### config.mk
export PLATFORM = sky130hd
export DESIGN_NAME = tvf_front
export DESIGN_NICKNAME = d
export VERILOG_FILES = /design/src/sv/tvf_pkg.sv /design/src/sv/tvf_front.sv
export SDC_FILE = /design/constraint.sdc
export NUM_CORES = 1
export LEC_CHECK = 0
export ABC_AREA = 1
export BUFFER_PORTS_ARGS = -buffer_cell sky130_fd_sc_hd__buf_2
export CORE_AREA = 2 2 201 203
export DETAILED_ROUTE_END_ITERATION = 8
export DIE_AREA = 0 0 203 205
export PLACE_DENSITY_LB_ADDON = 0.15
export SYNTH_ARGS = -nofsm -noshare
export SYNTH_HDL_FRONTEND = slang
export SYNTH_SLANG_ARGS = --single-unit
### constraint.sdc
create_clock -name clk -period 24.2 [get_ports clk]
set_clock_uncertainty 0.05 [all_clocks]
set_input_delay 6.05 -clock clk [delete_from_list [all_inputs] [get_ports clk]]
set_output_delay 6.05 -clock clk [all_outputs]
set_load 0.005 [all_outputs]
### src/sv/tvf_pkg.sv
// Shared types and constants for the triangle viscous flux block.
// Holds the queued corner record, multiplier op codes and saturation helper.
// No dependencies.
`timescale 1ns / 1ps

package tvf_pkg;

    // Operand width of the shared multiplier and width of the accumulators
    localparam int OPW      = 48;
    localparam int ACC_BITS = 48;
    // Signed rounded product, magnitude clamped to 2^60
    localparam int PRODW    = 62;

    // Corner codes
    localparam logic [1:0] CORNER_FIRST = 2'd0;
    localparam logic [1:0] CORNER_LAST  = 2'd2;
    localparam logic [1:0] CORNER_NONE  = 2'd3;

    // Multiplier operations, issued in this order; the code is the step number
    typedef enum logic [4:0] {
        OP_GXU  = 5'd0,
        OP_GYU  = 5'd1,
        OP_GXV  = 5'd2,
        OP_GYV  = 5'd3,
        OP_GXT  = 5'd4,
        OP_GYT  = 5'd5,
        OP_UMU  = 5'd6,
        OP_VMU  = 5'd7,
        OP_UX   = 5'd8,
        OP_UY   = 5'd9,
        OP_VX   = 5'd10,
        OP_VY   = 5'd11,
        OP_TX   = 5'd12,
        OP_TY   = 5'd13,
        OP_MUA  = 5'd14,
        OP_KPA  = 5'd15,
        OP_UMUA = 5'd16,
        OP_VMUA = 5'd17,
        OP_DD   = 5'd18,
        OP_SXX  = 5'd19,
        OP_SXY  = 5'd20,
        OP_SYY  = 5'd21,
        OP_EXA  = 5'd22,
        OP_EXB  = 5'd23,
        OP_EXC  = 5'd24,
        OP_EYA  = 5'd25,
        OP_EYB  = 5'd26,
        OP_EYC  = 5'd27
    } op_t;

    // One queued corner
    typedef struct packed {
        logic               clear;
        logic               emit;
        logic signed [31:0] vel_u;
        logic signed [31:0] vel_v;
        logic signed [31:0] temperature;
        logic        [30:0] viscosity;
        logic        [30:0] conductivity;
        logic signed [31:0] grad_x;
        logic signed [31:0] grad_y;
        logic signed [31:0] cell_scale;
    } item_t;

    typedef struct packed {
        logic valid;
        op_t  op;
    } mul_req_t;

    typedef struct packed {
        logic                    valid;
        op_t                     op;
        logic signed [PRODW-1:0] res;
    } mul_rsp_t;

    // Saturate to a signed width of the given number of bits
    function automatic logic signed [63:0] sat_to(input logic signed [63:0] x,
                                                  input int bits);
        logic signed [63:0] hi;
        logic signed [63:0] lo;
        hi = (64'sd1 <<< (bits - 1)) - 64'sd1;
        lo = -hi - 64'sd1;
        if (x > hi)
            return hi;
        else if (x < lo)
            return lo;
        else
            return x;
    endfunction

endpackage

### src/sv/tvf_front.sv
// Front end: command handshake, corner classification and a two-entry queue.
// Depends on tvf_pkg.
`timescale 1ns / 1ps

module tvf_front
    import tvf_pkg::*;
(
    input  logic               clk,
    input  logic               rst_n,
    input  logic               start,
    output logic               busy,
    input  logic [1:0]         corner,
    input  logic signed [31:0] vel_u,
    input  logic signed [31:0] vel_v,
    input  logic signed [31:0] temperature,
    input  logic        [30:0] viscosity,
    input  logic        [30:0] conductivity,
    input  logic signed [31:0] grad_x,
    input  logic signed [31:0] grad_y,
    input  logic signed [31:0] cell_scale,
    input  logic               pop,
    output logic               head_valid,
    output item_t              head
);

    item_t      q_mem [2];
    logic       wr_ptr_reg, wr_ptr_next;
    logic       rd_ptr_reg, rd_ptr_next;
    logic [1:0] cnt_reg, cnt_next;
    logic       push;
    item_t      item_in;

    // Corner three is taken and dropped
    assign busy = (cnt_reg == 2'd2);
    assign push = start && !busy && (corner != CORNER_NONE);

    always_comb
    begin
        item_in.clear        = (corner == CORNER_FIRST);
        item_in.emit         = (corner == CORNER_LAST);
        item_in.vel_u        = vel_u;
        item_in.vel_v        = vel_v;
        item_in.temperature  = temperature;
        item_in.viscosity    = viscosity;
        item_in.conductivity = conductivity;
        item_in.grad_x       = grad_x;
        item_in.grad_y       = grad_y;
        item_in.cell_scale   = cell_scale;
    end

    // Pointer and fill bookkeeping
    always_comb
    begin
        wr_ptr_next = push ? ~wr_ptr_reg : wr_ptr_reg;
        rd_ptr_next = pop ? ~rd_ptr_reg : rd_ptr_reg;
        cnt_next    = cnt_reg + {1'b0, push} - {1'b0, pop};
    end

    always_ff @(posedge clk or negedge rst_n)
    begin
        if (!rst_n)
        begin
            wr_ptr_reg <= 1'b0;
            rd_ptr_reg <= 1'b0;
            cnt_reg    <= 2'd0;
        end
        else
        begin
            wr_ptr_reg <= wr_ptr_next;
            rd_ptr_reg <= rd_ptr_next;
            cnt_reg    <= cnt_next;
        end
    end

    always_ff @(posedge clk)
    begin
        if (push)
            q_mem[wr_ptr_reg] <= item_in;
    end

    assign head_valid = (cnt_reg != 2'd0);
    assign head       = q_mem[rd_ptr_reg];

    // The back end never takes from an empty queue
    a_pop_nonempty: assert property (@(posedge clk) disable iff (!rst_n)
        pop |-> head_valid)
        else $error("pop from empty corner queue");

endmodule

### Word level (Yosys, flattened, before mapping)

Memories as Yosys holds them, arrays and structs flattened.
Cells that the tools add are included.
Widths: inputs -> output; s select.

* memory bits (read-only): 0
* bits in latches: 0
* bits of input ports: 260
* memories: 1
* flip-flop bits (word level): 4
* bits in writable memories: 512
* output and inout bits: 258

Memories
* q_mem: depth 2, bits a word 256, rd ports 1, clocked after memory_dff 0, wr ports 1, RTL line tvf_front.sv:26 `item_t q_mem [2];`

* multipliers: 0
* equal/unequal tests: 3
* $lt $le $gt $ge: 0
* reductions and logical operators: 5
* $add $sub $neg: 2
* divide/modulo/power cells: 0
* muxes and demuxes: 2
* bitwise logic cells: 2
* shifts and indexed selects: 0

Operators by type and width (number)
* $eq 2x2->1 const B: 2
* $add 2x1->2: 1
* $logic_and 1x1->1: 2
* $logic_not 2->1: 1
* $mux 1: 2
* $ne 2x2->1 const B: 1
* $not 1->1: 2
* $reduce_bool 2->1: 1
* $sub 2x1->2: 1
* $logic_not 1->1: 1

### Depth between registers and ports, before layout

* depth in word-level cells: 6
* mapped depth: 9

### Least setup slack after synthesis

Ideal clock, no wire load.

* path type: input port to flip-flop
* start point: input port corner[0]
* end point: memory q_mem[1][0] in the netlist's numbering (enable)
* data arrival time: 16.851 ns
* setup time: 0.878 ns
* path slack: 6.421 ns
* buffers on the path: 0
* data required time: 23.272 ns
* stages on the path: 3
* cells stage by stage: nand2_1 -> nand3_1 -> nor2_1

* longest elaborated chain between the ends: 4

Ends and longest elaborated chain
* start, declared: RTL line tvf_front.sv:12 `input logic [1:0] corner,`
* $ne 2x2->1: RTL line tvf_front.sv:35 `assign push = start && !busy && (corner != CORNER_NONE);`
* $logic_and 1x1->1: RTL line tvf_front.sv:35
* $mux 1: RTL line tvf_front.sv:77 `if (push)`
* $mux 1 (implied by the code): RTL line tvf_front.sv:78 `q_mem[wr_ptr_reg] <= item_in;`
* end, declared: RTL line tvf_front.sv:26

Every way passes these cells.

==> flow_summary.json <==
{
  "die_h_um": 205,
  "drive_gt1_share_pct": 31.0,
  "post-synth-top-area-cell": "sky130_fd_sc_hd__edfxtp_1",
  "vias": 11600,
  "final_antenna_net_count": 0,
  "postSynthCellCount": 1369,
  "timing.critical_path.to_type": "output port",
  "share_seq_of_total_power_pct": 45.6,
  "routed_wirelength_um": 43000,
  "total_power_w": 0.00270,
  "top_usage_layer": "met2",
  "critPathBufInv": 3,
  "crit_path_class": "reg2out",
  "pwr-share-clk_pct": 28.5,
  "outcome": "completed",
  "cts_tree": "done",
  "first_global_vias": 11300,
  "grt.met2_usage_pct": 33.5,
  "start_util_pct": 49.1,
  "cts.sink_count": 516,
  "reported_max_cap_violation_count": 0,
  "cellLeakagePower_nw": 10.1,
  "setup-violations-final": 0,
  "avgRoutedWirePerCell_um": 17.4,
  "floorplan.die.width_um": 203,
  "number_of_vias_per_cell_after_detailed_routing": 4.71,
  "hold_path.class": "reg2reg",
  "synth_top_cells_by_area": "sky130_fd_sc_hd__edfxtp_1 (79%), sky130_fd_sc_hd__o21ai_1 (5.5%), sky130_fd_sc_hd__nand2_1 (5.2%)",
  "hold_buffers": 0,
  "synth_to_final_area_change_pct": 23.1,
  "hpwlAfterDp_um": 29300,
  "yosysWarnings": 0,
  "design.die.area_um2": 41600,
  "overflow": 0,
  "arrival_time_at_the_worst_endpoint_ps": 4030,
  "ys_top_cells_by_count": "sky130_fd_sc_hd__edfxtp_1 (512), sky130_fd_sc_hd__nand2_1 (266), sky130_fd_sc_hd__inv_1 (265)",
  "worstSkewPairLatency_ps": 570,
  "clkTransAtPathRegs_ps": 60,
  "required_ps": 18100,
  "grt_setup_unrepaired": "false",
  "syn_avg_cell_area_um2": 14.1,
  "largest_register_ffs": 512,
  "numPortBuffers": 517,
  "core_area_um2": 39400,
  "timing.critical_path.from_type": "flop",
  "part_of_the_total_power_dissipated_in_combinational_logic_pct": 25.9,
  "netlist_area_um2": 19300,
  "globalRouteMet1Util_pct": 23.5,
  "totalNegativeSetupSlack_ps": 0,
  "worst_slew_margin_rel_pct": 21.5,
  "globalRouteMet3Util_pct": 6.30,
  "clk_root_buffer_cell": "sky130_fd_sc_hd__clkbuf_16",
  "numCtsBuffers": 51,
  "path_cells": "buf_12, buf_4, nand2_1, o21ai_1, buf_2",
  "final_util_pct": 60.5,
  "globalRouteTotalUtil_pct": 20.0,
  "cell_with_the_most_instances_after_synthesis": "sky130_fd_sc_hd__edfxtp_1",
  "drc_errors": 0,
  "clk_path_buf_depth": 3,
  "gpl.final_weighted_congestion": 0.851,
  "synthDistinctLibCells": 15,
  "power.share.switching_pct": 30.4,
  "dr.first_iter.drc_count": 833,
  "htreeDepth": 2,
  "dominantRegCellSynth": "sky130_fd_sc_hd__edfxtp_1",
  "multi_input_comb_area_um2": 2350,
  "ioPinCount": 518,
  "number_of_antenna_violations_at_the_first_check_in_global_routing": 19,
  "seq_area_frac_synth_pct": 80.0,
  "post_cts.resized_instances": 0,
  "critical_path.top_delay_family": "buffers and inverters",
  "synth_top_area_share_pct": 79.5,
  "ys_seq_elements": 516,
  "worst-r2r-setup-slack_ps": 20170,
  "worst_pin_slew_ps": 1180,
  "intPower_w": 0.00188,
  "vdd_ir_drop_max_uv": 103,
  "timing_hold_violations_final": 0,
  "maxSlewViolCount": 0,
  "synth_fp_nets": 1631,
  "timing.critical_path.fanout_max": 282,
  "detailedRoute.firstPassIterationCount": 5,
  "min_period_ps": 10130,
  "worst_path_largest_cell_delay_ps": 1080,
  "post-route-period-util_pct": 41.9,
  "final_net_count": 2151,
  "post_cts.repair.setup_buffers": 0,
  "num-fill-cells": 3105,
  "standard_cell_with_the_maximum_stage_delay_on_the_critical_path": "sky130_fd_sc_hd__dfrtp_4",
  "async_flop_share_pct": 0.775,
  "area.sequential_um2": 15500,
  "num_rows": 73,
  "grt_first_pass_wirelength_um": 62700,
  "synth_enable_flop_cells": 512,
  "max_clock_freq_ghz": 0.0987,
  "grt_max_degree": 283,
  "netSwitchingPower_w": 0.000820,
  "power_density_nw_per_um2": 113
}
metrics by stage:
stage                     hold WS (ps)  setup slack [ps]  cells  cell area, um^2
after floorplan                    392              6420   1369            19300
after global placement             411             14400   2361            22100
after detailed placement           414             14400   2361            22100
after CTS                          433             13980   2453            23800
after global routing               460             13680   2463            23800
final                              432             14070   2469            23800
layer usage:
metal  share of wire, %  wire length, um
met2                 51            21900
met3                8.4             3610
met1                 37            16000
met5              0.084               36
met4                3.4             1470
cell families after synthesis:
logic type	count (synthesis)	share of synthesized area, %
AO/OA/AOI/OAI	256	6.62
XOR/XNOR	1	0.0453
adder cells (fa/ha/maj)	2	0.129
buffers and inverters	322	7.89
flip-flops	516	80.0
AND/OR/NAND/NOR	272	5.30
tightest hold or removal path: cells and delay by family (launching register included):
| kind | cells | cell delay, ps |
|---|---|---|
| flops | 1 | 350 |
| simple gates | 2 | 100 |
worst paths after layout:
path	startpoint	end	cells after the start
max	rd_ptr_reg	head[113]	5
min	wr_ptr_reg	wr_ptr_reg	2
max reg2reg	cnt_reg[1]	q_mem[1][113]	5
min reg2reg	wr_ptr_reg	wr_ptr_reg	2
max in group asynchronous	rst_n	rd_ptr_reg	1
min in group asynchronous	rst_n	cnt_reg[1]	1
layout make-up:
cell class | count | share of cell area [%]
repair buffers | 524 | 11.1
well taps | 525 | 2.76
clock inverters | 29 | 1.09
inverters | 265 | 4.21
multi-input cells | 531 | 9.87
flip-flops and latches | 516 | 65.0
clock buffers | 63 | 5.73
diodes | 16 | 0.168
power groups by stage:
stage | sequential [W] | clock (W) | combinational, W
floorplan | 0.00127 | 0 | 0.000445
global placement | 0.00124 | 0 | 0.000703
detailed placement | 0.00125 | 0 | 0.000713
CTS | 0.00123 | 0.000786 | 0.000716
global route | 0.00124 | 0.000819 | 0.000784
finish | 0.00123 | 0.000768 | 0.000699
placed cells by master, fill, tap and decap left out:
cell / instances
sky130_fd_sc_hd__buf_2: 517
sky130_fd_sc_hd__edfxtp_1: 512
sky130_fd_sc_hd__nand2_1: 266
sky130_fd_sc_hd__inv_1: 264
sky130_fd_sc_hd__o21ai_1: 214
sky130_fd_sc_hd__clkbuf_16: 53
sky130_fd_sc_hd__o21ai_0: 42
sky130_fd_sc_hd__diode_2: 16
sky130_fd_sc_hd__clkinv_1: 12
sky130_fd_sc_hd__clkinv_2: 11
sky130_fd_sc_hd__clkbuf_1: 10
sky130_fd_sc_hd__buf_4: 6
sky130_fd_sc_hd__bufinv_16: 5
sky130_fd_sc_hd__dfrtp_1: 3
sky130_fd_sc_hd__nand3_1: 2
sky130_fd_sc_hd__nor2_1: 2
sky130_fd_sc_hd__ha_1: 2
sky130_fd_sc_hd__nor2_4: 1
sky130_fd_sc_hd__nand4_1: 1
sky130_fd_sc_hd__inv_8: 1
sky130_fd_sc_hd__xor2_1: 1
sky130_fd_sc_hd__clkinv_4: 1
sky130_fd_sc_hd__buf_12: 1
sky130_fd_sc_hd__dfrtp_4: 1
Power figures use the tool's default switching activity.
